===== config.mk =====
export PLATFORM = sky130hd
export DESIGN_NAME = csv_record_field_tokenizer
export DESIGN_NICKNAME = d
export VERILOG_FILES = /design/src/design/csvtok_pkg.sv /design/src/design/csv_record_field_tokenizer.sv /design/src/design/csvtok_cfg.sv /design/src/design/csvtok_core.sv /design/src/design/csvtok_obuf.sv
export SDC_FILE = /design/constraint.sdc
export NUM_CORES = 1
export LEC_CHECK = 0
export BUFFER_PORTS_ARGS = -buffer_cell sky130_fd_sc_hd__buf_2
export CAP_MARGIN = 20
export CORE_MARGIN = 4
export CORE_UTILIZATION = 45
export CTS_CLUSTER_DIAMETER = 100
export CTS_CLUSTER_SIZE = 28
export DETAILED_ROUTE_END_ITERATION = 16
export PLACE_DENSITY = 0.8
export SYNTH_ARGS = -nofsm -noshare
export SYNTH_HDL_FRONTEND = slang
export SYNTH_SLANG_ARGS = --single-unit
export TNS_END_PERCENT = 10

===== constraint.sdc =====
create_clock -name clk_i -period 4.4 [get_ports clk_i]
set_input_delay 0.22 -clock clk_i [delete_from_list [all_inputs] [get_ports clk_i]]
set_output_delay 0.22 -clock clk_i [all_outputs]
set_load 0.005 [all_outputs]

===== src/design/csvtok_pkg.sv =====
// Shared types, character codes and register map for the CSV field tokenizer.
package csvtok_pkg;

  // Character codes with a fixed meaning in the text
  localparam logic [7:0] QUOTE_CH = 8'h22;
  localparam logic [7:0] LF_CH    = 8'h0A;
  localparam logic [7:0] CR_CH    = 8'h0D;
  localparam logic [7:0] NUL_CH   = 8'h00;

  // Register reset values
  localparam logic [7:0] DELIM_RESET  = 8'd44;
  localparam logic       QAWARE_RESET = 1'b1;

  // APB address width: two word-aligned registers
  localparam int unsigned ADDR_W = 3;

  // Register index, taken from the word address
  typedef enum logic [0:0] {
    REG_DELIM  = 1'b0,
    REG_QAWARE = 1'b1
  } reg_idx_e;

  // Result kinds
  typedef enum logic [1:0] {
    KIND_CHAR          = 2'd0,
    KIND_FIELD_END     = 2'd1,
    KIND_FIELD_REC_END = 2'd2,
    KIND_REC_END       = 2'd3
  } kind_e;

  // Configuration seen by the tokenizer core
  typedef struct packed {
    logic [7:0] delimiter;
    logic       quote_aware;
  } cfg_t;

  // One result beat
  typedef struct packed {
    kind_e      kind;
    logic [7:0] out_byte;
  } res_t;

  // Per-record parse state
  typedef struct packed {
    logic in_quotes;
    logic quote_pending;
    logic swallow_next;
    logic record_started;
    logic field_nonempty;
    logic fields_cut;
  } state_t;

endpackage


===== src/design/csv_record_field_tokenizer.sv =====
// CSV tokenizer: byte in, field characters and field/record marks out.
// An accepted byte's result beat passes the input and then the output register.
// Throughput: one byte per cycle; s_axis_tready falls only while both the input
// register and the output register hold beats and m_axis_tready is low.
// Reset (rst_ni low, asynchronous): parse state and valid flags clear, the
// delimiter returns to ',' and quote-aware records to on; no clearing pass.
module csv_record_field_tokenizer (
  input  logic                          clk_i,
  input  logic                          rst_ni,
  // APB configuration
  input  logic                          psel,
  input  logic                          penable,
  input  logic                          pwrite,
  input  logic [csvtok_pkg::ADDR_W-1:0] paddr,
  input  logic [31:0]                   pwdata,
  output logic [31:0]                   prdata,
  output logic                          pready,
  // Input stream
  input  logic                          s_axis_tvalid,
  output logic                          s_axis_tready,
  input  logic [7:0]                    s_axis_tdata,   // [7:0] data_byte
  input  logic                          s_axis_tuser,   // [0] stream_end
  // Output stream
  output logic                          m_axis_tvalid,
  input  logic                          m_axis_tready,
  output logic [7:0]                    m_axis_tdata,   // [7:0] out_byte
  output logic [1:0]                    m_axis_tuser    // [1:0] kind
);

  csvtok_pkg::cfg_t cfg;
  csvtok_pkg::res_t res;
  logic             res_valid;
  logic             res_ready;

  csvtok_cfg u_cfg (
    .clk_i   (clk_i),
    .rst_ni  (rst_ni),
    .psel    (psel),
    .penable (penable),
    .pwrite  (pwrite),
    .paddr   (paddr),
    .pwdata  (pwdata),
    .prdata  (prdata),
    .pready  (pready),
    .cfg_o   (cfg)
  );

  csvtok_core u_core (
    .clk_i       (clk_i),
    .rst_ni      (rst_ni),
    .cfg_i       (cfg),
    .in_valid_i  (s_axis_tvalid),
    .in_ready_o  (s_axis_tready),
    .in_byte_i   (s_axis_tdata),
    .in_end_i    (s_axis_tuser),
    .res_valid_o (res_valid),
    .res_o       (res),
    .res_ready_i (res_ready)
  );

  csvtok_obuf u_obuf (
    .clk_i         (clk_i),
    .rst_ni        (rst_ni),
    .res_valid_i   (res_valid),
    .res_ready_o   (res_ready),
    .res_i         (res),
    .m_axis_tvalid (m_axis_tvalid),
    .m_axis_tready (m_axis_tready),
    .m_axis_tdata  (m_axis_tdata),
    .m_axis_tuser  (m_axis_tuser)
  );

endmodule


===== src/design/csvtok_cfg.sv =====
// APB register file holding the delimiter and the record mode.
module csvtok_cfg (
  input  logic                             clk_i,
  input  logic                             rst_ni,
  input  logic                             psel,
  input  logic                             penable,
  input  logic                             pwrite,
  input  logic [csvtok_pkg::ADDR_W-1:0]    paddr,
  input  logic [31:0]                      pwdata,
  output logic [31:0]                      prdata,
  output logic                             pready,
  output csvtok_pkg::cfg_t                 cfg_o
);

  logic [7:0]           delim_q;
  logic                 qaware_q;
  logic                 wr_en;
  csvtok_pkg::reg_idx_e idx;

  assign pready = 1'b1;
  assign wr_en  = psel & penable & pwrite;
  assign idx    = csvtok_pkg::reg_idx_e'(paddr[csvtok_pkg::ADDR_W-1:2]);

  // Write registers in the access phase
  always_ff @(posedge clk_i or negedge rst_ni) begin
    if (!rst_ni) begin
      delim_q  <= csvtok_pkg::DELIM_RESET;
      qaware_q <= csvtok_pkg::QAWARE_RESET;
    end else if (wr_en) begin
      case (idx)
        csvtok_pkg::REG_DELIM:  delim_q  <= pwdata[7:0];
        csvtok_pkg::REG_QAWARE: qaware_q <= pwdata[0];
        default: ;
      endcase
    end
  end

  // Read back
  always_comb begin
    case (idx)
      csvtok_pkg::REG_DELIM:  prdata = {24'd0, delim_q};
      csvtok_pkg::REG_QAWARE: prdata = {31'd0, qaware_q};
      default:                prdata = 32'd0;
    endcase
  end

  assign cfg_o.delimiter   = delim_q;
  assign cfg_o.quote_aware = qaware_q;

endmodule


===== src/design/csvtok_core.sv =====
// Input register, parse state and one-byte tokenizing step.
module csvtok_core (
  input  logic              clk_i,
  input  logic              rst_ni,
  input  csvtok_pkg::cfg_t  cfg_i,
  input  logic              in_valid_i,
  output logic              in_ready_o,
  input  logic [7:0]        in_byte_i,
  input  logic              in_end_i,
  output logic              res_valid_o,
  output csvtok_pkg::res_t  res_o,
  input  logic              res_ready_i
);

  logic               s1_valid_q;
  logic [7:0]         s1_byte_q;
  logic               s1_end_q;
  csvtok_pkg::state_t st_q, st_d;
  logic               proc;
  logic               emit;
  csvtok_pkg::res_t   res;

  // Stage moves when empty or when the result side takes its beat
  assign proc       = s1_valid_q & res_ready_i;
  assign in_ready_o = ~s1_valid_q | res_ready_i;

  // Hold the accepted beat
  always_ff @(posedge clk_i or negedge rst_ni) begin
    if (!rst_ni) begin
      s1_valid_q <= 1'b0;
    end else if (in_ready_o) begin
      s1_valid_q <= in_valid_i;
    end
  end

  always_ff @(posedge clk_i) begin
    if (in_ready_o && in_valid_i) begin
      s1_byte_q <= in_byte_i;
      s1_end_q  <= in_end_i;
    end
  end

  // Tokenizing step: next state and optional result
  always_comb begin
    logic is_nl;
    logic iq_eff;
    logic fn_eff;
    st_d         = st_q;
    emit         = 1'b0;
    res.kind     = csvtok_pkg::KIND_CHAR;
    res.out_byte = 8'd0;
    is_nl  = (s1_byte_q == csvtok_pkg::CR_CH) || (s1_byte_q == csvtok_pkg::LF_CH);
    iq_eff = st_q.in_quotes;
    fn_eff = st_q.field_nonempty;
    if (s1_end_q) begin
      // Close any open record and return to reset
      if (st_q.record_started) begin
        emit     = 1'b1;
        res.kind = (st_q.field_nonempty || (st_q.quote_pending && !st_q.fields_cut)) ?
                   csvtok_pkg::KIND_FIELD_REC_END : csvtok_pkg::KIND_REC_END;
      end
      st_d = '0;
    end else if (st_q.swallow_next && is_nl) begin
      // Drop the second half of a newline pair
      st_d.swallow_next = 1'b0;
    end else if (is_nl && (!cfg_i.quote_aware || !st_q.in_quotes || st_q.quote_pending)) begin
      // Record-ending newline
      if (st_q.record_started) begin
        emit     = 1'b1;
        res.kind = (st_q.field_nonempty || (st_q.quote_pending && !st_q.fields_cut)) ?
                   csvtok_pkg::KIND_FIELD_REC_END : csvtok_pkg::KIND_REC_END;
      end
      st_d              = '0;
      st_d.swallow_next = 1'b1;
    end else begin
      st_d.swallow_next   = 1'b0;
      st_d.record_started = 1'b1;
      if (st_q.quote_pending && s1_byte_q == csvtok_pkg::QUOTE_CH) begin
        // Doubled quote inside quotes
        st_d.quote_pending = 1'b0;
        if (!st_q.fields_cut) begin
          emit                = 1'b1;
          res.out_byte        = csvtok_pkg::QUOTE_CH;
          st_d.field_nonempty = 1'b1;
        end
      end else begin
        if (st_q.quote_pending) begin
          // Previous quote closed the quoted section
          iq_eff = 1'b0;
          if (s1_byte_q == csvtok_pkg::NUL_CH && !st_q.fields_cut) begin
            fn_eff = 1'b1;
          end
        end
        st_d.quote_pending  = 1'b0;
        st_d.in_quotes      = iq_eff;
        st_d.field_nonempty = fn_eff;
        if (s1_byte_q == csvtok_pkg::NUL_CH) begin
          st_d.fields_cut = 1'b1;
        end else if (s1_byte_q == csvtok_pkg::QUOTE_CH) begin
          if (iq_eff) begin
            st_d.quote_pending = 1'b1;
          end else begin
            st_d.in_quotes = 1'b1;
          end
        end else if (st_q.fields_cut) begin
          // Cut record: no output
        end else if (!iq_eff && s1_byte_q == cfg_i.delimiter) begin
          emit                = 1'b1;
          res.kind            = csvtok_pkg::KIND_FIELD_END;
          st_d.field_nonempty = 1'b0;
        end else begin
          emit                = 1'b1;
          res.out_byte        = is_nl ? csvtok_pkg::LF_CH : s1_byte_q;
          st_d.field_nonempty = 1'b1;
        end
      end
    end
  end

  // Advance parse state once per processed beat
  always_ff @(posedge clk_i or negedge rst_ni) begin
    if (!rst_ni) begin
      st_q <= '0;
    end else if (proc) begin
      st_q <= st_d;
    end
  end

  assign res_valid_o = proc & emit;
  assign res_o       = res;

  // A processed stream end leaves the parse state at reset
  a_end_clears: assert property (@(posedge clk_i) disable iff (!rst_ni)
    proc && s1_end_q |=> st_q == '0)
    else $error("stream end did not clear parse state");

  // A pending quote only exists inside quotes
  a_qp_in_quotes: assert property (@(posedge clk_i) disable iff (!rst_ni)
    st_q.quote_pending |-> st_q.in_quotes)
    else $error("quote pending outside quotes");

  // A cut record has started
  a_cut_started: assert property (@(posedge clk_i) disable iff (!rst_ni)
    st_q.fields_cut |-> st_q.record_started)
    else $error("fields cut without a started record");

  // Nothing leaves without a processed beat
  a_res_needs_beat: assert property (@(posedge clk_i) disable iff (!rst_ni)
    res_valid_o |-> s1_valid_q && res_ready_i)
    else $error("result without a processed beat");

endmodule


===== src/design/csvtok_obuf.sv =====
// Output register for result beats toward the master stream.
module csvtok_obuf (
  input  logic              clk_i,
  input  logic              rst_ni,
  input  logic              res_valid_i,
  output logic              res_ready_o,
  input  csvtok_pkg::res_t  res_i,
  output logic              m_axis_tvalid,
  input  logic              m_axis_tready,
  output logic [7:0]        m_axis_tdata,
  output logic [1:0]        m_axis_tuser
);

  logic             valid_q;
  csvtok_pkg::res_t res_q;

  assign res_ready_o = ~valid_q | m_axis_tready;

  // Load a new beat when the register is free or draining
  always_ff @(posedge clk_i or negedge rst_ni) begin
    if (!rst_ni) begin
      valid_q <= 1'b0;
    end else if (res_ready_o) begin
      valid_q <= res_valid_i;
    end
  end

  always_ff @(posedge clk_i) begin
    if (res_ready_o && res_valid_i) begin
      res_q <= res_i;
    end
  end

  assign m_axis_tvalid = valid_q;
  assign m_axis_tdata  = res_q.out_byte;
  assign m_axis_tuser  = res_q.kind;

endmodule

==> flow_summary.ini <==
[status]
status = finished clean

[die]
core_um2 = 4320
die_h_um = 74.7
start_util_pct = 46.4
io_pins = 96
fp.dieW_um = 74.7
rows = 24
dieArea_um2 = 5590

[timing]
setup-violations-final = 0
tightestPinTransition_ns = 0.867
fmax_ghz = 0.318
fin_setup_tns_ns = 0
fin_crit_sh_pct = 71.4
finalCriticalPeriod_ns = 3.14
relSlewSlack_pct = 42.0
clock_skew_ns = 0.00780
slew_violations = 0
final_hold_viol_count = 0
rsz0062_at_grt = false

[yosys]
synth_seq_area_share_pct = 49.9
synthCells = 175
ys.flop_type = edfxtp_1
synth_area_leaders = edfxtp_1, dfrtp_1, buf_4, mux2_2, dfstp_2
yosys.area.top_type = edfxtp_1
async_flop_share_pct = 47.2
synth_seq_cells = 36
yosysUniqueCellTypes = 50
synth-edff-count = 19
syn_avg_cell_area_um2 = 11.5
yosysTopAreaCellShare_pct = 28.5
syn-cell-area_um2 = 2000
yosysWarnings = 0

[layout]
fin_area_um2 = 2270
fin_util_pct = 52.5
instances_no_fill = 274
drive_gt1_share_pct = 35.6
nets = 272
n_fill_cell = 391
insertedDiodeCount = 0
area_delta_synth_final_pct = 13.2
seqCellArea_um2 = 1000
multiInputGateArea_um2 = 842

[worst_setup_path]
crit_path_start_kind = flip-flop
r2r_cells = 5
crit_required_ns = 4.31
r2r_setup_slack_ns = 1.26
arrival_ns = 3.05
r2r-end = u_obuf.m_axis_tuser[0]
r2r-start = u_core.s1_byte_q[4]
crit_path_end_kind = flip-flop
criticalPathCategory = reg -> reg
crit_fanout = 10

[power_and_ir_drop]
power_mw = 0.901
p_leak_nw = 0.983
power_density_nw_per_um2 = 397
ir_drop_mv = 0.184

[global_routing]
grt_max_degree = 18
grt_pass1_vias = 1347
grt.overflow.total = 0
grt_util_all_layers_pct = 15.1
antenna_found_initial = 0
grt_pass1_wl_um = 6290

[clock_tree]
cts_setup_buffers = 0
cts_sinks = 36
htree_levels = 2
cts_tree = built
cts-resized-gates = 0
clk_latency_ns = 0.29
clk_pin_slew_worst_paths_ns = 0.07
cts-root-buf = clkbuf_8
cts_inserted_buffers = 5
cts_hold_buf = 1
cts_buffer_depth = 2

[placement]
dp.cells = 265
port_buffers = 44
dpl.hpwl_um = 2990
globalplace.congestion = 0.851
place_area_um2 = 2150

[route]
vias = 1382
wl_per_cell_um = 14.1
drc = 0
via_per_inst = 5.04
routed_wl_um = 3870
dr.pass1.iters = 4
initialDrtViolationCount = 112
final_antenna_net_count = 0

[worst_hold_path]
holdPathEnd = u_core.s1_end_q
hp-start = s_axis_tuser
worstHoldPathCells = 1
hold_class = in -> reg

[run]
max_cap_violations = 0
## per-layer routing
layer / up-vias / routed length, um / track usage, %
li1: 659 / - / -
met1: 657 / 1650 / 19.6
met4: 0 / 55 / 5.93
met3: 5 / 299 / 4.54
met5: - / 0 / 0
met2: 61 / 1860 / 23.7
## cells in the mapped netlist, drive strengths merged (2+ instances only)
cell type,number
buf,27
a22o,2
conb,2
nor2,7
nand3,3
nand3b,2
dfstp,4
nand4,2
a21oi,8
nor2b,7
inv,6
nor3,3
or3,2
nand2,9
o31ai,2
and3,4
mux2,10
o21ai,4
edfxtp,19
or2,2
xor2,7
dfrtp,13
and2,6
nor4,2
nand2b,3
## stage by stage
stage / setup slack, ns / hold slack [ns]
2_1_floorplan: 1.70 / -0.0756
3_3_place_gp: 1.40 / 0.159
3_5_place_dp: 1.31 / 0.167
4_1_cts: 1.28 / 0.0969
5_1_grt: 1.06 / 0.0863
6_report: 1.26 / 0.103
## cell type report
cell class	count	area share, %
clock buffer	6	3.20
multi-input combinational	127	37.1
clock inverter	2	1.54
sequential	36	44.1
timing repair buffer	45	10.1
tap	52	2.87
inverter	6	0.993
## critical path, cell delays in order (launching register included)
cell	delay, ns
edfxtp_1	0.44
or3_2	0.56
a2111oi_4	0.66
a31o_2	0.30
a22oi_2	0.09
nor2_1	0.70
## layout by cell type, fill, tap and decap left out, drive strengths merged, types with 2 or more instances in the layout
cell,Yosys,final
buf,27,44
conb,2,25
edfxtp,19,19
dfrtp,13,13
mux2,10,10
nand2,9,9
a21oi,8,8
nor2,7,7
xor2,7,7
nor2b,7,7
inv,6,6
and2,6,6
clkbuf,1,6
dfstp,4,4
o21ai,4,4
and3,4,4
nand2b,3,3
nor3,3,3
nand3,3,3
nand3b,2,2
nand4,2,2
o31ai,2,2
or2,2,2
a22o,2,2
or3,2,2
nor4,2,2
## power by group
| part | switching [mW] | internal [mW] | total [mW] | leakage (nW) |
|---|---|---|---|---|
| logic | 0.0809 | 0.0840 | 0.165 | 0.540 |
| clock network | 0.114 | 0.168 | 0.282 | 0.0552 |
| registers | 0.0402 | 0.414 | 0.454 | 0.387 |
| total | 0.235 | 0.666 | 0.901 | 0.983 |
## cells by family (layout without fill, tap and decap cells)
family | count (synthesis) | in the layout | share of synthesized area [%]
AOI/OAI and AO/OA | 29 | 29 | 11.9
xor gates and xnor gates | 8 | 8 | 3.50
buffers and inverters | 35 | 59 | 12.4
DFF | 36 | 36 | 49.9
muxes | 10 | 10 | 5.62
other | 2 | 25 | 0.375
and+or+nand+nor | 55 | 55 | 16.4
## worst max-delay path by stage
stage / from / to / slack [ns] / cells after the start
3_5_place_dp: u_core.s1_byte_q[4] / u_obuf.m_axis_tdata[4] / 1.31 / 5
4_1_cts: u_core.s1_byte_q[4] / u_obuf.m_axis_tuser[0] / 1.28 / 5
3_3_place_gp: u_core.s1_byte_q[6] / u_obuf.m_axis_tdata[4] / 1.40 / 5
2_1_floorplan: u_core.s1_byte_q[4] / u_obuf.m_axis_tdata[0] / 1.70 / 5
5_1_grt: u_core.s1_byte_q[1] / u_obuf.m_axis_tuser[0] / 1.06 / 5
6_report: u_core.s1_byte_q[4] / u_obuf.m_axis_tuser[0] / 1.26 / 5
## registers in the layout, indices dropped and copies added (netlist names)
register              cells
u_core.s1_valid_q         1
u_cfg.qaware_q            1
u_core.st_q               6
u_core.s1_byte_q          8
u_obuf.m_axis_tdata       8
u_obuf.m_axis_tuser       2
u_core.s1_end_q           1
u_cfg.delim_q             8
u_obuf.m_axis_tvalid      1
Note: power is estimated with default switching activity, not from simulation.
